### src/hw/rtl/dobs_pkg.sv
// ----------------------------------------------------------------------------
// dobs_pkg
// Shared types, constants and helpers of the open-row bank scheduler.
// ----------------------------------------------------------------------------
package dobs_pkg;

  localparam int unsigned AddrW    = 32;
  localparam int unsigned IdW      = 16;
  localparam int unsigned LatW     = 10;
  localparam int unsigned ShiftW   = 5;
  localparam int unsigned RowW     = 22;
  localparam int unsigned TickW    = 32;
  localparam int unsigned StatCntW = 32;

  localparam int unsigned DefBanks      = 4;
  localparam int unsigned DefBankQDepth = 8;
  localparam int unsigned DefInQDepth   = 4;
  localparam int unsigned DefOutDepth   = 8;

  localparam logic [ShiftW-1:0] PageShiftMin = 5'd10;
  localparam logic [ShiftW-1:0] PageShiftMax = 5'd20;
  localparam logic [ShiftW-1:0] PageShiftRst = 5'd11;
  localparam logic [LatW-1:0]   HitLatRst    = 10'd100;
  localparam logic [LatW-1:0]   MissLatRst   = 10'd200;

  localparam int unsigned CfgIdxW  = 2;
  localparam int unsigned CfgDataW = 10;

  typedef enum logic [CfgIdxW-1:0] {
    CfgRowHitLat  = 2'd0,
    CfgRowMissLat = 2'd1,
    CfgPageShift  = 2'd2
  } cfg_reg_e;

  typedef struct packed {
    logic             req_valid;
    logic [AddrW-1:0] req_addr;
    logic [IdW-1:0]   req_id;
  } req_t;

  typedef struct packed {
    logic                done_valid;
    logic [AddrW-1:0]    done_addr;
    logic [IdW-1:0]      done_id;
    logic                done_row_hit;
    logic                accepted;
    logic [StatCntW-1:0] hit_count;
    logic [StatCntW-1:0] miss_count;
  } rsp_t;

  // queued request
  typedef struct packed {
    logic [AddrW-1:0] addr;
    logic [IdW-1:0]   id;
  } entry_t;

  // finished request
  typedef struct packed {
    logic [AddrW-1:0] addr;
    logic [IdW-1:0]   id;
    logic             hit;
  } cpl_t;

  // head of a bank queue as seen by the completion FIFO
  typedef struct packed {
    logic done;
    cpl_t cpl;
  } bank_head_t;

  // per-bank status toward the top level
  typedef struct packed {
    logic room;
    logic start_hit;
    logic start_miss;
  } bank_stat_t;

  function automatic logic [ShiftW-1:0] clamp_shift(input logic [ShiftW-1:0] s);
    logic [ShiftW-1:0] r;
    r = s;
    if (s < PageShiftMin) r = PageShiftMin;
    if (s > PageShiftMax) r = PageShiftMax;
    return r;
  endfunction

  // shift is already clamped, so the row always fits RowW bits
  function automatic logic [RowW-1:0] row_of(input logic [AddrW-1:0] addr,
                                             input logic [ShiftW-1:0] shift);
    logic [AddrW-1:0] full;
    full = addr >> shift;
    return full[RowW-1:0];
  endfunction

endpackage

### src/hw/rtl/dobs_cpl_fifo.sv
// ----------------------------------------------------------------------------
// dobs_cpl_fifo
// Completion FIFO: one pop and up to one insert per bank each tick,
// banks taken in index order while space lasts.
// ----------------------------------------------------------------------------
module dobs_cpl_fifo
  import dobs_pkg::*;
#(
  parameter int unsigned OUT_DEPTH = DefOutDepth,
  parameter int unsigned BANKS     = DefBanks
) (
  input  logic       clk_i,
  input  logic       rst_ni,
  input  logic       fire_i,
  input  bank_head_t heads_i [BANKS],
  output logic [BANKS-1:0] move_o,
  output logic       head_valid_o,
  output cpl_t       head_o
);

  localparam int unsigned CntW  = $clog2(OUT_DEPTH + 1);
  localparam int unsigned SlotW = $clog2(OUT_DEPTH + BANKS + 1);

  cpl_t             q_q [OUT_DEPTH];
  cpl_t             q_d [OUT_DEPTH];
  logic [CntW-1:0]  cnt_q, cnt_pop;
  logic [SlotW-1:0] slot [BANKS];
  logic [SlotW-1:0] fill;
  logic [BANKS-1:0] mv;
  logic             pop;

  assign pop     = fire_i && (cnt_q != '0);
  assign cnt_pop = cnt_q - CntW'(pop);

  // running slot per bank; a done head goes in only while there is space
  always_comb begin
    fill = SlotW'(cnt_pop);
    for (int b = 0; b < BANKS; b++) begin
      slot[b] = fill;
      mv[b]   = heads_i[b].done && (fill < SlotW'(OUT_DEPTH));
      fill    = fill + SlotW'(mv[b]);
    end
  end

  for (genvar gi = 0; gi < OUT_DEPTH; gi++) begin : g_ent
    cpl_t shifted;
    if (gi < OUT_DEPTH - 1) begin : g_mid
      assign shifted = q_q[gi+1];
    end else begin : g_last
      assign shifted = q_q[gi];
    end

    always_comb begin
      q_d[gi] = pop ? shifted : q_q[gi];
      for (int b = 0; b < BANKS; b++) begin
        if (fire_i && mv[b] && (slot[b] == SlotW'(gi))) q_d[gi] = heads_i[b].cpl;
      end
    end
  end

  always_ff @(posedge clk_i or negedge rst_ni) begin
    if (!rst_ni) begin
      cnt_q <= '0;
    end else if (fire_i) begin
      cnt_q <= CntW'(fill);
    end
  end

  always_ff @(posedge clk_i) begin
    q_q <= q_d;
  end

  assign move_o       = fire_i ? mv : '0;
  assign head_valid_o = cnt_q != '0;
  assign head_o       = q_q[0];

endmodule

### config.mk
export PLATFORM = sky130hd
export DESIGN_NAME = dobs_cpl_fifo
export DESIGN_NICKNAME = d
export VERILOG_FILES = /design/src/hw/rtl/dobs_pkg.sv /design/src/hw/rtl/dobs_cpl_fifo.sv
export SDC_FILE = /design/constraint.sdc
export NUM_CORES = 1
export LEC_CHECK = 0
export BUFFER_PORTS_ARGS = -buffer_cell sky130_fd_sc_hd__buf_2
export CAP_MARGIN = 30
export CELL_PAD_IN_SITES_DETAIL_PLACEMENT = 1
export CELL_PAD_IN_SITES_GLOBAL_PLACEMENT = 1
export CORE_MARGIN = 2
export CORE_UTILIZATION = 46
export CTS_BUF_LIST = sky130_fd_sc_hd__clkbuf_8 sky130_fd_sc_hd__clkbuf_16
export DETAILED_ROUTE_END_ITERATION = 10
export GPL_TIMING_DRIVEN = 0
export HOLD_SLACK_MARGIN = 0.1
export PLACE_DENSITY_LB_ADDON = 0.05
export SLEW_MARGIN = 20
export SYNTH_ARGS = -nofsm -noshare
export SYNTH_HDL_FRONTEND = slang
export SYNTH_SLANG_ARGS = --single-unit
### constraint.sdc
create_clock -name clk_i -period 9.7 [get_ports clk_i]
set_input_delay 0.485 -clock clk_i [delete_from_list [all_inputs] [get_ports clk_i]]
set_output_delay 0.485 -clock clk_i [all_outputs]
set_load 0.01 [all_outputs]
==> impl_metrics.yaml <==
status:
  run_status: "finished, final reports clean"
place:
  placedCellCount: 4635
  dp.final_hpwl_um: 108200
  routabilityCongestion: 0.9976
  io_buffers: 59
die:
  floorplan.die.height_um: 254.8
  i_o_pin_count: 257
  core_box_area_um2: 61940
  die_area_um2: 64930
  floorplan.rows: 91
  die_x_um: 254.8
  start_util: 0.4672
worst_setup_path:
  critical_path.top_delay_family: "simple AND/OR/NAND/NOR gates"
  worst-endpoint-arrival_ns: 8.30
  path_buf_inv: 11
  end_kind: "register"
  critical_path.startpoint_type: "register"
  timing.critical_path.fanout_max: 11
  critical_path.slowest_cell: "nand4b_1"
  critPathKind: "reg -> reg"
  timing.critical_path.required_ns: 10.03
  critical-path-max-stage-delay_ns: 0.55
detailed_routing:
  vias_per_cell: 6.943
  drt_first_iter_violations: 4287
  wire_per_inst_um: 33.02
  num_vias: 32880
  drt_wl_total_um: 156300
  drt_drc: 0
  detail-route-antenna-nets: 0
  drt_pre_antenna_iters: 6
power_and_ir_drop:
  power_leakage_nw: 13.48
  power_dissipated_by_switching_net_loads_mw: 5.222
  power_per_cell_area_nw_per_um2: 374.5
  fin_total_pwr_mw: 12.10
  sequentialPowerShare: 0.308
  p_sw_frac: 0.4314
  internal_power_mw: 6.883
  combPwrFrac: 0.531
  worst_ir_drop_vdd_v: 0.0001993
  power.clock.fraction: 0.162
cts:
  tritoncts: "built"
  tritoncts.num_buffers: 50
  cts.sinks: 396
  clk_pin_slew_worst_paths_ns: 0.06
  clock_tree.buffer_depth: 3
  worst_skew_pair.late_latency_ns: 0.63
  cts_setup_buffers: 0
  clk_root_buffer_cell: "clkbuf_16"
  h-tree-depth: 2
synth:
  mappedNetlistNets: 3931
  postSynthRegisterBits: 396
  yosys_top_cell_by_area: "edfxtp_1"
  avgSynthCellArea_um2: 7.781
  synth_async_sr_flop_share: 0.01010
  yosysWarnings: 0
  synth_top_flop_cell: "edfxtp_1"
  synth_area_leaders: "edfxtp_1 (41%), nand2_1 (13%), nor2_1 (7.9%)"
  synth_sequential_area_ratio: 0.4102
  synth_top_area_frac: 0.4068
  synthDistinctLibCells: 51
  syn-cell-area_um2: 28940
  synth_edf_count: 392
  synth_instances: 3719
sta:
  endpoints_failing_hold: 0
  finalClockSkew_ns: 0.02135
  worst_pin_slew_ns: 1.180
  final_max_slew_viol_count: 0
  fmax_mhz: 125.5
  setup_violations: 0
  maxSlewHeadroom: 0.2133
  post-route-min-period_ns: 7.969
  period_share: 0.8215
  unrepaired_setup_endpoints_after_global_routing: "no"
hold_path:
  hold_class: "in -> async"
job:
  max-cap-violations: 0
global_route:
  grt.total_usage: 0.4718
  grt_overflow: 0
  grt_max_degree: 36
  antenna_found_initial: 12
  wire_length_of_the_first_global_routing_pass_um: 222500
  first_global_vias: 33370
cells_and_area:
  final_cell_count_no_fill: 4735
  fin_nets: 4067
  layout.cells.most_common_list: "nand2_1 (976), nor2_1 (611), edfxtp_1 (392)"
  layout-drive-gt1-share: 0.1040
  layout.cells.most_common: "nand2_1"
  layout-area-overhead-vs-synth_pct: 11.68
## synth_stat cells (3+ instances only)
library cell and number:
xnor2_1 4, inv_1 7, a311o_1 94, nor3_2 5, nand2_1 981, buf_4 32
dfrtp_1 4, clkbuf_2 91, edfxtp_1 392, and2_1 15, ha_1 9, nor3_1 5
buf_2 97, o21ai_1 59, o22a_1 85, nor4_1 5, a31oi_1 258, mux2i_1 57
clkbuf_1 263, o21ai_0 42, and3_1 57, or3_1 13, xnor2_2 3, a211oi_1 85
nand3_1 15, a21oi_1 196, a211o_1 164, nor2_1 611, buf_6 7, buf_1 34
## cell type report
type | count | area, um^2
multi-input cells | 2792 | 14730
inverters | 7 | 26.28
clock inverters | 37 | 287.8
flip-flops and latches | 396 | 11870
clock buffers | 53 | 1326
fillers | 7772 | 29620
diodes | 5 | 12.51
repair buffers | 84 | 640.6
well taps | 837 | 1047
plain buffers | 524 | 2377
## timing repair
item	CTS	global route
gates resized for setup	0	0
hold endpoints to repair	4	0
hold buffers	1	0
setup endpoints to repair	0	0
## path summary, 6_finish.rpt
path	slack (ns)	cells after the start	end	startpoint
max in group asynchronous	9.36	2	cnt_q[1]$_DFFE_PN0P_	rst_ni
hold / removal	0.23	2	cnt_q[3]$_DFFE_PN0P_	rst_ni
min in group clk_i	0.30	3	g_ent[6].shifted[48]$_DFFE_PP_	heads_i[48]
setup / recovery	1.73	29	g_ent[4].shifted[24]$_DFFE_PP_	cnt_q[2]$_DFFE_PN0P_
hold reg to reg	0.56	2	cnt_q[0]$_DFFE_PN0P_	cnt_q[0]$_DFFE_PN0P_
setup reg to reg	1.73	29	g_ent[4].shifted[24]$_DFFE_PP_	cnt_q[2]$_DFFE_PN0P_
## through the flow
step,setup WS [ns],hold slack [ns],instance area [um^2],util,TNS [ns]
2_1_floorplan,2.405,0.1894,28940,-,0
3_3_place_gp,-0.2238,0.2911,30280,0.4889,-14.12
3_5_place_dp,1.918,0.2965,30640,0.4946,0
4_1_cts,1.853,0.1923,32260,0.5209,0
5_1_grt,1.425,0.2523,32310,0.5216,0
6_report,1.731,0.2266,32320,0.5218,0
## power groups by stage
stage / Sequential, mW / Combinational, mW / Clock (mW)
finish: 3.72 / 6.42 / 1.96
floorplan: 3.76 / 3.89 / 0
global placement: 3.81 / 5.60 / 0
detailed placement: 3.73 / 6.06 / 0
CTS: 3.71 / 6.10 / 1.93
global route: 3.79 / 6.70 / 1.98
## layer usage
metal  track usage  vias to the layer above  routed length (um)
met5             0                        -                  89
met2        0.7053                     2685               66210
li1              -                    13370                   -
met3        0.1439                      708               20750
met4        0.3233                       14               12180
met1        0.5850                    16100               57110
## cells by family after synthesis
logic type | synth area share
buffers and inverters | 0.08297
adders and majority gates | 0.004237
and+or+nand+nor | 0.2367
muxes | 0.02067
AOI/OAI and AO/OA | 0.2378
xor gates and xnor gates | 0.007437
DFF | 0.4102
## registers in the layout (all words and copies together), names as in the netlist
| signal | cells |
|---|---|
| g_ent.shifted | 343 |
| cnt_q | 4 |
| head_o | 49 |
(Power assumes the default switching activity.)
