`src/hw/rtl/dobs_shq.sv`:
```
// ----------------------------------------------------------------------------
// dobs_shq
// Shifting queue: head always at entry 0, one push and one pop per cycle.
// ----------------------------------------------------------------------------
module dobs_shq #(
  parameter int unsigned DEPTH = 4,
  parameter int unsigned WIDTH = 48,
  localparam int unsigned CntW = $clog2(DEPTH + 1)
) (
  input  logic             clk_i,
  input  logic             rst_ni,
  input  logic             pop_i,
  input  logic             push_i,
  input  logic [WIDTH-1:0] push_data_i,
  output logic [WIDTH-1:0] head_o,
  output logic [WIDTH-1:0] second_o,
  output logic [CntW-1:0]  cnt_o
);

  logic [WIDTH-1:0] q_q [DEPTH];
  logic [WIDTH-1:0] q_d [DEPTH];
  logic [CntW-1:0]  cnt_q, cnt_d, cnt_pop;

  assign cnt_pop = cnt_q - CntW'(pop_i);
  assign cnt_d   = cnt_pop + CntW'(push_i);

  for (genvar gi = 0; gi < DEPTH; gi++) begin : g_ent
    logic [WIDTH-1:0] shifted;
    if (gi < DEPTH - 1) begin : g_mid
      assign shifted = q_q[gi+1];
    end else begin : g_last
      assign shifted = q_q[gi];
    end

    always_comb begin
      q_d[gi] = pop_i ? shifted : q_q[gi];
      if (push_i && (cnt_pop == CntW'(gi))) q_d[gi] = push_data_i;
    end
  end

  if (DEPTH > 1) begin : g_second
    assign second_o = q_q[1];
  end else begin : g_no_second
    assign second_o = q_q[0];
  end

  always_ff @(posedge clk_i or negedge rst_ni) begin
    if (!rst_ni) begin
      cnt_q <= '0;
    end else begin
      cnt_q <= cnt_d;
    end
  end

  always_ff @(posedge clk_i) begin
    q_q <= q_d;
  end

  assign head_o = q_q[0];
  assign cnt_o  = cnt_q;

endmodule

```
`config.mk`:
```
export PLATFORM = sky130hd
export DESIGN_NAME = dobs_shq
export DESIGN_NICKNAME = d
export VERILOG_FILES = /design/src/hw/rtl/dobs_shq.sv
export SDC_FILE = /design/constraint.sdc
export NUM_CORES = 1
export LEC_CHECK = 0
export ABC_AREA = 1
export BUFFER_PORTS_ARGS = -buffer_cell sky130_fd_sc_hd__buf_2
export CORE_MARGIN = 1
export CORE_UTILIZATION = 44
export DETAILED_ROUTE_END_ITERATION = 6
export PLACE_DENSITY = 0.74
export SYNTH_ARGS = -nofsm -noshare
export SYNTH_HDL_FRONTEND = slang
export SYNTH_SLANG_ARGS = --single-unit
```
`constraint.sdc`:
```
create_clock -name clk_i -period 7.8 [get_ports clk_i]
set_input_delay 0.39 -clock clk_i [delete_from_list [all_inputs] [get_ports clk_i]]
set_output_delay 0.39 -clock clk_i [all_outputs]
set_load 0.005 [all_outputs]
```
==> results.json, run 1 <==
{
  "drt_iter0_markers": 451,
  "slew_headroom_pct": 19.5,
  "syn_area_mm2": 0.00801,
  "fp.dieW_um": 137,
  "cpMaxStageDelayCell": "nand2_2",
  "async_flop_share_pct": 1.54,
  "setup_ws_ns": 3.22,
  "cp-end-kind": "flop",
  "htree_levels": 4,
  "drc": 0,
  "maxCapViolations": 0,
  "required_ns": 7.91,
  "clk_pin_slew_ns": 0.07,
  "dr.pass1.iters": 5,
  "peakVddDrop_mv": 0.228,
  "arrival_ns": 4.68,
  "rsz0062_at_grt": "no",
  "clockBufferDepth": 2,
  "criticalPathCategory": "reg -> reg",
  "min_path_type": "in -> reg",
  "synth_cell_types": 16,
  "final_common_cell": "nand2_1",
  "viasPerCell": 5.11,
  "avgRoutedWirePerCell_um": 16.4,
  "ant_nets": 0,
  "port_buffers": 150,
  "max_freq_mhz": 219,
  "synth_area_leaders": "edfxtp_1, nand2_1, nand3_1",
  "rows": 48,
  "groute.usage.overall_pct": 19.1,
  "finalSetupViolCount": 0,
  "cts_tree": "yes",
  "crit_chain": "inv_1 -> ha_1 -> ha_1 -> inv_1 -> nand2_1 -> nand2_4 -> buf_4 -> nand2_2 -> nand2_2 -> buf_4",
  "wirelength_um": 17600,
  "die_y_um": 137,
  "critPathLaunchType": "flop",
  "synthCells": 705,
  "area_delta_synth_final_pct": 17.8,
  "synth_flop_cell": "edfxtp_1",
  "final_cell_mix": "nand2_1, edfxtp_1, buf_2",
  "gp_congestion": 0.731,
  "cts-root-buf": "clkbuf_16",
  "grt_overflow": 0,
  "cellPowerDensity_mw_per_mm2": 362,
  "ys_seq_area_share_pct": 72.9,
  "nets": 887,
  "synth-edff-count": 192,
  "die_area_mm2": 0.0187,
  "via_count": 5477,
  "grt_pass1_wl_um": 26600,
  "io_pins": 151,
  "grt_pass1_vias": 4953,
  "drv_slew": 0,
  "period_minus_slack_ns": 4.58,
  "hold_violations": 0,
  "clkSinkCount": 195,
  "slowest_delay_ns": 0.90,
  "p_leak_nw": 4.09,
  "fill_cells": 1546,
  "tightest_slew_ns": 1.20,
  "grt_max_degree": 118,
  "status": "complete, no violations",
  "avgSynthCellArea_um2": 11.4,
  "ys_warn_count": 0,
  "worst-path-buf-inv": 4,
  "fin_tns_setup_ns": 0,
  "start_util_pct": 45.7,
  "cts_buffers": 17,
  "dp_slack_ns": 2.93,
  "antenna_found_initial": 1,
  "yosys_register_bits": 195,
  "worst-path-max-fanout": 117,
  "clk_latency_ns": 0.42,
  "cpLargestDelayFamily": "simple AND/OR/NAND/NOR gates",
  "skew_ns": 0.00580,
  "synth.top_cell.area_share_pct": 72.0,
  "final.period_utilization_pct": 58.7,
  "yosys.area.top_type": "edfxtp_1",
  "drive_gt1_share_pct": 22.6,
  "dp_hpwl_um": 10700,
  "synth_nets": 759,
  "design.core.area_mm2": 0.0175
}
[sequential cells by signal, summed over array words and instances (netlist names)]
signal and flops:
cnt_o 3, second_o 48, g_ent.shifted 96, head_o 48
[repair_timing]
action                                 CTS  global route
endpoints found under the hold margin    3             0
gates resized for setup                  0             0
setup buffers                            0             0
hold buffers                             1             0
[metrics by stage]
step	cell area [um^2]	instances	power (mW)	util, %	hold WS, ns
floorplan	8010	705	2.28	-	0.0944
global placement	8900	1038	2.61	50.7	0.192
detailed placement	8900	1038	2.65	50.7	0.192
CTS	9430	1070	3.44	53.8	0.153
global route	9430	1070	3.61	53.8	0.157
finish	9440	1072	3.42	53.8	0.172
[cells by family (layout without fill, tap and decap cells)]
group         Yosys count  count (layout)  share of synthesized area (%)
xor+xnor                2               2                          0.219
fa+ha+maj               2               2                          0.312
buf+inv                56             196                           3.16
flops                 195             195                           72.9
other cells             0               2                              0
simple gates          450             450                           23.4
[worst reg2reg max path: stages, from the launching register on]
cell	delay (ns)
dfrtp_1	0.34
inv_1	0.05
ha_1	0.17
ha_1	0.19
inv_1	0.05
nand2_1	0.07
nand2_4	0.28
buf_4	0.89
nand2_2	0.87
nand2_2	0.91
buf_4	0.42
[layout make-up]
type	count	area (um^2)	area share [%]
diodes	2	5.00	0.0530
clock buffers	20	437	4.63
clock inverters	11	87.6	0.928
inverters	10	37.5	0.398
multi-input cells	454	1960	20.7
flip-flops and latches	195	5840	61.9
well taps	225	282	2.98
repair buffers	155	791	8.38
[worst paths after layout]
check | slack (ns) | end | start | cells past startpoint
setup reg to reg | 3.22 | second_o[34] | cnt_o[0] | 10
hold / removal | 0.17 | cnt_o[0] | push_i | 2
hold reg to reg | 0.51 | second_o[13] | g_ent[1].shifted[13] | 2
setup / recovery | 3.22 | second_o[34] | cnt_o[0] | 10
max in group asynchronous | 7.36 | cnt_o[0] | rst_ni | 2
min in group asynchronous | 0.34 | cnt_o[1] | rst_ni | 2
[power breakdown]
group	switching, mW	leakage [nW]	internal, mW	total, mW
clock	0.365	0.260	0.434	0.799
sequential	0.0956	1.89	1.56	1.65
combinational	0.671	1.94	0.293	0.964
[per-layer routing]
layer	part of all wire, %	GRT usage [%]	vias up	wire (um)
met5	0	0	-	0
met3	5.9	3.78	25	1050
met4	2.0	8.06	0	348
li1	-	-	2681	-
met2	50	32.3	186	8820
met1	42	24.0	2585	7400
[cell usage after synthesis (2+ instances only)]
master	count
buf_1	4
buf_2	25
clkbuf_1	15
dfrtp_1	3
edfxtp_1	192
ha_1	2
inv_1	9
nand2_1	302
nand3_1	144
nor2_1	2
nor2_2	2
No activity file was read; power rests on OpenSTA's default activity.
==> run 2, diff against run 1 <==
PLACE_DENSITY = 0.76   (was 0.74)
clock period = 4.1 ns   (was 7.8 ns; I/O delays follow)
==> results.json, run 2 (synthesized netlist as in run 1, its figures left out) <==
{
  "via_count": 5607,
  "dp_hpwl_um": 10600,
  "grt_max_degree": 89,
  "viasPerCell": 5.05,
  "cts_buffers": 17,
  "nets": 925,
  "skew_ns": 0.00820,
  "crit_chain": "inv_1 -> ha_1 -> ha_1 -> inv_1 -> nand2_1 -> nand2_4 -> nand2_2 -> nand2_2 -> buf_4",
  "slowest_delay_ns": 0.51,
  "die_y_um": 137,
  "grt_pass1_wl_um": 27400,
  "die_area_mm2": 0.0187,
  "antenna_found_initial": 2,
  "min_path_type": "in -> reg",
  "critPathLaunchType": "flop",
  "htree_levels": 4,
  "cts-root-buf": "clkbuf_16",
  "fin_tns_setup_ns": 0,
  "grt_pass1_vias": 5120,
  "final_cell_mix": "nand2_1, edfxtp_1, buf_2",
  "dr_wl_met2_um": 8570,
  "ant_nets": 0,
  "design.core.area_mm2": 0.0175,
  "placed_cells": 1044,
  "worst-path-max-fanout": 62,
  "avgRoutedWirePerCell_um": 16.1,
  "peakVddDrop_mv": 0.408,
  "period_minus_slack_ns": 2.77,
  "max_freq_mhz": 362,
  "fp.dieW_um": 137,
  "port_buffers": 150,
  "drt_iter0_markers": 422,
  "criticalPathCategory": "reg -> reg",
  "area_delta_synth_final_pct": 23.1,
  "clk_pin_slew_ns": 0.07,
  "rows": 48,
  "min_path_cells": 1,
  "highest_layer": "met4",
  "ctsResizeCount": 0,
  "grt_overflow": 0,
  "cellPowerDensity_mw_per_mm2": 673,
  "reg2reg_depth": 9,
  "clockBufferDepth": 2,
  "rsz0062_at_grt": "no",
  "dr.pass1.iters": 5,
  "hold_violations": 0,
  "slew_headroom_pct": 31.7,
  "drive_gt1_share_pct": 22.7,
  "finalSetupViolCount": 0,
  "io_pins": 151,
  "wl_met3_um": 1100,
  "fin_cells": 1111,
  "cpMaxStageDelayCell": "nand2_4",
  "final.period_utilization_pct": 67.4,
  "arrival_ns": 2.85,
  "required_ns": 4.18,
  "clk_latency_ns": 0.43,
  "wirelength_um": 17900,
  "clkSinkCount": 195,
  "largest_reg_flops": 96,
  "p_leak_nw": 4.27,
  "start_util_pct": 45.7,
  "maxCapViolations": 0,
  "drv_slew": 0,
  "drt-met1-wl_um": 7830,
  "groute.usage.overall_pct": 19.7,
  "final_common_cell": "nand2_1",
  "cts_tree": "yes",
  "cp-end-kind": "flop",
  "tightest_slew_ns": 1.02,
  "drc": 0,
  "gp_congestion": 0.715,
  "status": "complete, no violations"
}
## run 2: layer usage
layer  vias up  global-route usage, %
met5         -                      0
met4         0                   8.30
met3        29                   3.85
met2       198                   31.5
met1      2623                   26.2
li1       2757                      -
## run 2: critical path, delay by kind of cell (launching register included)
kind	cells	cell delay, ns
simple gates	4	1.13
buf+inv	3	0.57
fa+ha+maj	2	0.36
flops	1	0.34
## run 2: metrics by stage
| step | instance area, um^2 | worst slack (ns) | utilization [%] | hold WS [ns] | power (mW) |
|---|---|---|---|---|---|
| 6_report | 9860 | 1.33 | 56.2 | 0.0135 | 6.64 |
| 4_1_cts | 9860 | 1.31 | 56.2 | 0.000770 | 6.68 |
| 3_5_place_dp | 8970 | 1.33 | 51.1 | 0.0101 | 5.07 |
| 2_1_floorplan | 8010 | 1.13 | - | -0.0906 | 4.33 |
| 3_3_place_gp | 8970 | 1.36 | 51.1 | 0.00729 | 4.99 |
| 5_1_grt | 9860 | 1.10 | 56.2 | 0.00822 | 7.02 |
## run 2: cell type report
type / instances / area, um^2
antenna: 2 / 5.00
clock buffer: 19 / 433
timing repair buffer: 193 / 1180
clock inverter: 13 / 125
sequential: 195 / 5840
inverter: 10 / 37.5
tap: 225 / 282
multi-input combinational: 454 / 1960
fill: 1461 / 7680
## run 2: timing repair
action,in CTS,in global routing
hold buffers,33,0
buffers inserted,0,0
hold endpoints to repair,35,0
## run 2: final timing paths
check                                          start              endpoint  slack, ns
worst max-delay path                        cnt_o[0]  g_ent[1].shifted[24]       1.33
worst min-delay path                 push_data_i[44]  g_ent[2].shifted[44]       0.01
worst max register to register              cnt_o[0]  g_ent[1].shifted[24]       1.33
worst min register to register  g_ent[2].shifted[22]  g_ent[1].shifted[22]       0.51
max in group asynchronous                     rst_ni              cnt_o[0]       3.84
min in group asynchronous                     rst_ni              cnt_o[1]       0.14
## run 2: power breakdown
part	total [mW]	internal (mW)	switching, mW	leakage (nW)
clock network	1.59	0.850	0.742	0.270
logic	1.89	0.596	1.29	2.11
registers	3.16	2.96	0.193	1.89
