<file path="src/hw/rtl/dobs_pkg.sv">
// ----------------------------------------------------------------------------
// dobs_pkg
// Shared types, constants and helpers of the open-row bank scheduler.
// ----------------------------------------------------------------------------
package dobs_pkg;

  localparam int unsigned AddrW    = 32;
  localparam int unsigned IdW      = 16;
  localparam int unsigned LatW     = 10;
  localparam int unsigned ShiftW   = 5;
  localparam int unsigned RowW     = 22;
  localparam int unsigned TickW    = 32;
  localparam int unsigned StatCntW = 32;

  localparam int unsigned DefBanks      = 4;
  localparam int unsigned DefBankQDepth = 8;
  localparam int unsigned DefInQDepth   = 4;
  localparam int unsigned DefOutDepth   = 8;

  localparam logic [ShiftW-1:0] PageShiftMin = 5'd10;
  localparam logic [ShiftW-1:0] PageShiftMax = 5'd20;
  localparam logic [ShiftW-1:0] PageShiftRst = 5'd11;
  localparam logic [LatW-1:0]   HitLatRst    = 10'd100;
  localparam logic [LatW-1:0]   MissLatRst   = 10'd200;

  localparam int unsigned CfgIdxW  = 2;
  localparam int unsigned CfgDataW = 10;

  typedef enum logic [CfgIdxW-1:0] {
    CfgRowHitLat  = 2'd0,
    CfgRowMissLat = 2'd1,
    CfgPageShift  = 2'd2
  } cfg_reg_e;

  typedef struct packed {
    logic             req_valid;
    logic [AddrW-1:0] req_addr;
    logic [IdW-1:0]   req_id;
  } req_t;

  typedef struct packed {
    logic                done_valid;
    logic [AddrW-1:0]    done_addr;
    logic [IdW-1:0]      done_id;
    logic                done_row_hit;
    logic                accepted;
    logic [StatCntW-1:0] hit_count;
    logic [StatCntW-1:0] miss_count;
  } rsp_t;

  // queued request
  typedef struct packed {
    logic [AddrW-1:0] addr;
    logic [IdW-1:0]   id;
  } entry_t;

  // finished request
  typedef struct packed {
    logic [AddrW-1:0] addr;
    logic [IdW-1:0]   id;
    logic             hit;
  } cpl_t;

  // head of a bank queue as seen by the completion FIFO
  typedef struct packed {
    logic done;
    cpl_t cpl;
  } bank_head_t;

  // per-bank status toward the top level
  typedef struct packed {
    logic room;
    logic start_hit;
    logic start_miss;
  } bank_stat_t;

  function automatic logic [ShiftW-1:0] clamp_shift(input logic [ShiftW-1:0] s);
    logic [ShiftW-1:0] r;
    r = s;
    if (s < PageShiftMin) r = PageShiftMin;
    if (s > PageShiftMax) r = PageShiftMax;
    return r;
  endfunction

  // shift is already clamped, so the row always fits RowW bits
  function automatic logic [RowW-1:0] row_of(input logic [AddrW-1:0] addr,
                                             input logic [ShiftW-1:0] shift);
    logic [AddrW-1:0] full;
    full = addr >> shift;
    return full[RowW-1:0];
  endfunction

endpackage

</file>
<file path="src/hw/rtl/dobs_shq.sv">
// ----------------------------------------------------------------------------
// dobs_shq
// Shifting queue: head always at entry 0, one push and one pop per cycle.
// ----------------------------------------------------------------------------
module dobs_shq #(
  parameter int unsigned DEPTH = 4,
  parameter int unsigned WIDTH = 48,
  localparam int unsigned CntW = $clog2(DEPTH + 1)
) (
  input  logic             clk_i,
  input  logic             rst_ni,
  input  logic             pop_i,
  input  logic             push_i,
  input  logic [WIDTH-1:0] push_data_i,
  output logic [WIDTH-1:0] head_o,
  output logic [WIDTH-1:0] second_o,
  output logic [CntW-1:0]  cnt_o
);

  logic [WIDTH-1:0] q_q [DEPTH];
  logic [WIDTH-1:0] q_d [DEPTH];
  logic [CntW-1:0]  cnt_q, cnt_d, cnt_pop;

  assign cnt_pop = cnt_q - CntW'(pop_i);
  assign cnt_d   = cnt_pop + CntW'(push_i);

  for (genvar gi = 0; gi < DEPTH; gi++) begin : g_ent
    logic [WIDTH-1:0] shifted;
    if (gi < DEPTH - 1) begin : g_mid
      assign shifted = q_q[gi+1];
    end else begin : g_last
      assign shifted = q_q[gi];
    end

    always_comb begin
      q_d[gi] = pop_i ? shifted : q_q[gi];
      if (push_i && (cnt_pop == CntW'(gi))) q_d[gi] = push_data_i;
    end
  end

  if (DEPTH > 1) begin : g_second
    assign second_o = q_q[1];
  end else begin : g_no_second
    assign second_o = q_q[0];
  end

  always_ff @(posedge clk_i or negedge rst_ni) begin
    if (!rst_ni) begin
      cnt_q <= '0;
    end else begin
      cnt_q <= cnt_d;
    end
  end

  always_ff @(posedge clk_i) begin
    q_q <= q_d;
  end

  assign head_o = q_q[0];
  assign cnt_o  = cnt_q;

endmodule

</file>
<file path="src/hw/rtl/dobs_bank.sv">
// ----------------------------------------------------------------------------
// dobs_bank
// One DRAM bank: request queue, head status, open row and ready timer.
// ----------------------------------------------------------------------------
module dobs_bank
  import dobs_pkg::*;
#(
  parameter int unsigned DEPTH = DefBankQDepth
) (
  input  logic              clk_i,
  input  logic              rst_ni,
  input  logic              fire_i,
  input  logic              move_i,
  input  logic              push_i,
  input  entry_t            push_data_i,
  input  logic [TickW-1:0]  tick_i,
  input  logic [LatW-1:0]   hit_lat_i,
  input  logic [LatW-1:0]   miss_lat_i,
  input  logic [ShiftW-1:0] shift_i,
  output bank_head_t        head_o,
  output bank_stat_t        stat_o
);

  localparam int unsigned CntW = $clog2(DEPTH + 1);

  entry_t          head, second, head2;
  logic [CntW-1:0] cnt, cnt2;
  logic            started_q, started_d, done_q, done_d, hit_q, hit_d;
  logic            row_open_q, row_open_d;
  logic [RowW-1:0] open_row_q, open_row_d, row;
  logic [TickW-1:0] ready_q, ready_d, since;
  logic            started2, done2, hit2, hit_now, start;

  dobs_shq #(
    .DEPTH (DEPTH),
    .WIDTH ($bits(entry_t))
  ) u_queue (
    .clk_i       (clk_i),
    .rst_ni      (rst_ni),
    .pop_i       (move_i),
    .push_i      (push_i),
    .push_data_i (push_data_i),
    .head_o      (head),
    .second_o    (second),
    .cnt_o       (cnt)
  );

  // state of the bank once a finished head has left
  assign cnt2     = cnt - CntW'(move_i);
  assign head2    = move_i ? second : head;
  assign started2 = move_i ? 1'b0 : started_q;
  assign done2    = move_i ? 1'b0 : done_q;
  assign hit2     = move_i ? 1'b0 : hit_q;

  assign row     = row_of(head2.addr, shift_i);
  assign hit_now = row_open_q && (open_row_q == row);
  assign since   = tick_i - ready_q;
  assign start   = (cnt2 != '0) && !done2 && !started2;

  always_comb begin
    started_d  = started2;
    done_d     = done2;
    hit_d      = hit2;
    row_open_d = row_open_q;
    open_row_d = open_row_q;
    ready_d    = ready_q;
    if ((cnt2 != '0) && !done2) begin
      if (started2) begin
        // ready time reached, wrap-safe
        if (!since[TickW-1]) done_d = 1'b1;
      end else begin
        started_d  = 1'b1;
        hit_d      = hit_now;
        row_open_d = 1'b1;
        open_row_d = row;
        ready_d    = tick_i + TickW'(hit_now ? hit_lat_i : miss_lat_i);
      end
    end
  end

  always_ff @(posedge clk_i or negedge rst_ni) begin
    if (!rst_ni) begin
      started_q  <= 1'b0;
      done_q     <= 1'b0;
      hit_q      <= 1'b0;
      row_open_q <= 1'b0;
      ready_q    <= '0;
    end else if (fire_i) begin
      started_q  <= started_d;
      done_q     <= done_d;
      hit_q      <= hit_d;
      row_open_q <= row_open_d;
      ready_q    <= ready_d;
    end
  end

  always_ff @(posedge clk_i) begin
    if (fire_i) open_row_q <= open_row_d;
  end

  assign head_o.done     = (cnt != '0) && done_q;
  assign head_o.cpl.addr = head.addr;
  assign head_o.cpl.id   = head.id;
  assign head_o.cpl.hit  = hit_q;

  assign stat_o.room       = cnt2 < CntW'(DEPTH);
  assign stat_o.start_hit  = fire_i && start && hit_now;
  assign stat_o.start_miss = fire_i && start && !hit_now;

endmodule

</file>
<file path="config.mk">
export PLATFORM = sky130hd
export DESIGN_NAME = dobs_bank
export DESIGN_NICKNAME = d
export VERILOG_FILES = /design/src/hw/rtl/dobs_pkg.sv /design/src/hw/rtl/dobs_shq.sv /design/src/hw/rtl/dobs_bank.sv
export SDC_FILE = /design/constraint.sdc
export NUM_CORES = 1
export LEC_CHECK = 0
export ABC_CLOCK_PERIOD_IN_PS = 9150
export BUFFER_PORTS_ARGS = -buffer_cell sky130_fd_sc_hd__buf_4
export CAP_MARGIN = 20
export CORE_MARGIN = 4
export CORE_UTILIZATION = 55
export DETAILED_ROUTE_END_ITERATION = 10
export GPL_ROUTABILITY_DRIVEN = 0
export PLACE_DENSITY = 0.84
export SETUP_SLACK_MARGIN = 0.4
export SYNTH_ARGS = -nofsm -noshare
export SYNTH_HDL_FRONTEND = slang
export SYNTH_SLANG_ARGS = --single-unit
</file>
<file path="constraint.sdc">
create_clock -name clk_i -period 9.15 [get_ports clk_i]
set_input_delay 0 -clock clk_i [delete_from_list [all_inputs] [get_ports clk_i]]
set_output_delay 0 -clock clk_i [all_outputs]
set_load 0.005 [all_outputs]
</file>
==> impl_metrics.toml <==
[timing]
setup_tns_ns = 0
fmax_ghz = 0.122
maxSlewHeadroom_pct = 31.0
finalHoldViolations = 0
skew_ns = 0.0100
fin_crit_ns = 8.22
rsz0062_at_grt = "false"
worstMarginPinSlew_ns = 1.03
finalMaxSlewViolations = 0
setup_ws_ns = 0.927
period_share_pct = 89.9
setup-violations-final = 0

[power_and_ir_drop]
ir_worst_vdd_mv = 0.167
power.switching_w = 0.00240
intPower_w = 0.00518
combinationalPowerShare_pct = 30.3
p_seq_share_pct = 43.8
clock_power_share_pct = 25.8
powerDensity_nw_per_um2 = 268
power.leakage_nw = 10.6
p_sw_share_pct = 31.7

[clock_network]
cts.clk_slew.worst_paths_ns = 0.06
clock_path_buffers = 3
cts.htree.levels = 2
clock_latency_ns = 0.58
numCtsBuffers = 46
cts_root_buf = "clkbuf_16"
clock-sinks = 446
cts_tree = "done"

[finish]
fin_area_um2 = 28300
syn2layout_area_growth_pct = 18.0
most-common-layout-cells = "374 x edfxtp_1, 313 x mux2_2, 180 x buf_4"
antenna_cells = 0
final_cells = 2640
final_core_util_pct = 65.6
ff_latch_area_um2 = 12900
drive_gt1_share_pct = 32.7
final_nets = 2173
multiInputGateArea_um2 = 10400
layout_commonest_cell = "edfxtp_1"
fill_cells = 2888

[synth]
seq_area_frac_synth_pct = 53.7
syn_inst = 1794
syn_avg_cell_area_um2 = 13.4
yosys.area.top_type = "edfxtp_1"
synth_top_area_share_pct = 46.9
synthDistinctLibCells = 81
yosysWarnings = 0
syn-cell-area_um2 = 24000
synth_fp_nets = 1949
synth-seq-cells = 446
synth_edf_count = 374
yosys_most_used_dff = "edfxtp_1"
async_flop_share_pct = 8.97
synthTopCellsByArea = "edfxtp_1 47%, mux2_2 15%, mux4_2 5.7%"

[routing]
drt_wl_total_um = 62300
drc = 0
postRouteAntennaNets = 0
drtIter0Drc = 1989
first_pass_iters = 8
wl_met2_um = 30300
highest_layer = "met4"
dr_wl_met3_um = 5060
routedWlPerCell_um = 23.6
vias_per_cell = 6.39
m1WireLength_um = 24200
vias = 16878

[setup_path]
r2r_cells = 24
crit_path_end = "ready_q[12]"
start_kind = "flop"
arrival_ns = 8.69
r2r-end = "ready_q[12]"
cp_max_fo = 12
critPathKind = "flop to flop"
crit_path_end_kind = "flop"
r2r-start = "u_queue.second_o[39]"
cp-startpoint = "u_queue.second_o[39]"
rrSetupSlack_ns = 0.93
required_ns = 9.61

[floorplan]
die_area_um2 = 47000
dieHeight_um = 217
start_util_pct = 55.6
io_pins = 163
rows = 76
core_area_um2 = 43100
die_x_um = 217

[job]
cap_violations = 0

[place]
placed_area_um2 = 25600
io_buffers = 162
place_inst = 2451
dpl.hpwl_um = 38500
dp_slack_ns = 1.85

[global_route]
grt_pass1_wl_um = 97900
track_usage_pct = 26.1
grt_pass1_vias = 17199
grt_max_degree = 84
overflow = 0
antenna_found_initial = 0

[status]
status = "finished clean"

[min_path]
hold_path_class = "primary input to flop"
## logic make-up (layout without fill, tap and decap cells)
logic type	Yosys count	in the layout	synth area share [%]
muxes	481	481	25.2
buffers and inverters	167	428	2.95
adders and majority gates	45	45	2.38
and+or+nand+nor	353	353	7.11
xor gates and xnor gates	54	54	1.97
AOI/OAI and AO/OA	248	248	6.63
DFF	446	446	53.7
## what timing repair did
| action | CTS | global route |
|---|---|---|
| setup buffers | 0 | 0 |
| endpoints found under the hold margin | 469 | 0 |
| hold buffers | 103 | 0 |
| gates resized for setup | 0 | 0 |
| setup endpoints to repair | 0 | 0 |
## through the flow
| step | total power (W) | hold slack, ns |
|---|---|---|
| finish | 0.00757 | 0.0669 |
| global route | 0.00791 | 0.0724 |
| CTS | 0.00751 | 0.00842 |
| detailed placement | 0.00548 | 0.0151 |
| global placement | 0.00536 | 0.0190 |
| floorplan | 0.00468 | -0.296 |
## cell usage after synthesis, drive strengths merged (4+ instances only)
| cell type | count |
|---|---|
| and3 | 10 |
| or2 | 7 |
| nand2b | 9 |
| a31oi | 7 |
| o211ai | 4 |
| o21bai | 6 |
| ha | 44 |
| o22ai | 11 |
| o21ai | 98 |
| or4 | 7 |
| nand2 | 141 |
| a21o | 20 |
| nand4 | 18 |
| buf | 54 |
| nor2 | 65 |
| nand3 | 18 |
| dfrtp | 40 |
| and2 | 7 |
| nor3b | 7 |
| mux4 | 61 |
| o31ai | 5 |
| mux2i | 79 |
| nor2b | 9 |
| nor4 | 12 |
| dfxtp | 32 |
| edfxtp | 374 |
| or3 | 6 |
| nor3 | 25 |
| xor2 | 14 |
| a22oi | 9 |
| a21oi | 35 |
| clkbuf | 54 |
| inv | 59 |
| mux2 | 341 |
| a211oi | 7 |
| a221oi | 7 |
| xnor2 | 40 |
## worst min-delay path by stage
stage                 start               end  slack [ns]  depth (start not counted)
2_1_floorplan        rst_ni            done_q       -0.30                          0
3_3_place_gp         rst_ni  u_queue.cnt_o[3]        0.02                          1
3_5_place_dp         rst_ni  u_queue.cnt_o[3]        0.02                          1
4_1_cts           tick_i[8]        ready_q[8]       0.008                          5
5_1_grt        hit_lat_i[2]        ready_q[2]        0.07                          6
6_report       hit_lat_i[2]        ready_q[2]        0.07                          6
## layer usage
layer  vias up  track usage, %
met3       260            4.96
met2       988            43.4
met1      8294            34.1
li1       7336               -
met5         -               0
met4         0            10.6
## power by group through the flow
stage               sequential, W  clock, W  combinational (W)
global route              0.00336   0.00208            0.00247
detailed placement        0.00332         0            0.00216
CTS                       0.00329   0.00199            0.00223
finish                    0.00332   0.00196            0.00230
floorplan                 0.00316         0            0.00153
global placement          0.00330         0            0.00207
## worst max-delay path: stages, from the launching register on
cell and delay (ns):
edfxtp_1 0.52, mux2_2 0.35, mux4_2 0.53, and3_1 0.22, a41oi_1 0.20, nand4_1 0.11, or3_1 0.33, or4_1 0.47
nor3_1 0.22, nand4_1 0.75, mux2_1 0.62, ha_1 0.22, fa_1 0.40, a21o_1 0.21, a21oi_1 0.27, o21bai_1 0.12
a21oi_1 0.25, o21bai_1 0.09, a21oi_1 0.38, o21bai_1 0.12, a21oi_1 0.34, or3_1 0.15, dlygate4sd3_1 0.57, a31oi_1 0.10
dlygate4sd3_1 0.58
## flip-flops by register name (all words and copies together) (netlist names)
signal                 count
done_q                     1
hit_q                      1
open_row_q                22
ready_q                   32
row_open_q                 1
started_q                  1
u_queue.cnt_o              4
u_queue.g_ent.shifted    288
u_queue.head_o            48
u_queue.second_o          48
## cell type report
type / instances / area share [%]
clock inverter: 35 / 1.41
tap: 585 / 2.59
clock buffer: 50 / 4.20
inverter: 59 / 0.783
sequential: 446 / 45.5
multi-input combinational: 1181 / 36.9
timing repair buffer: 284 / 8.56
No activity file was read; power rests on OpenSTA's default activity.
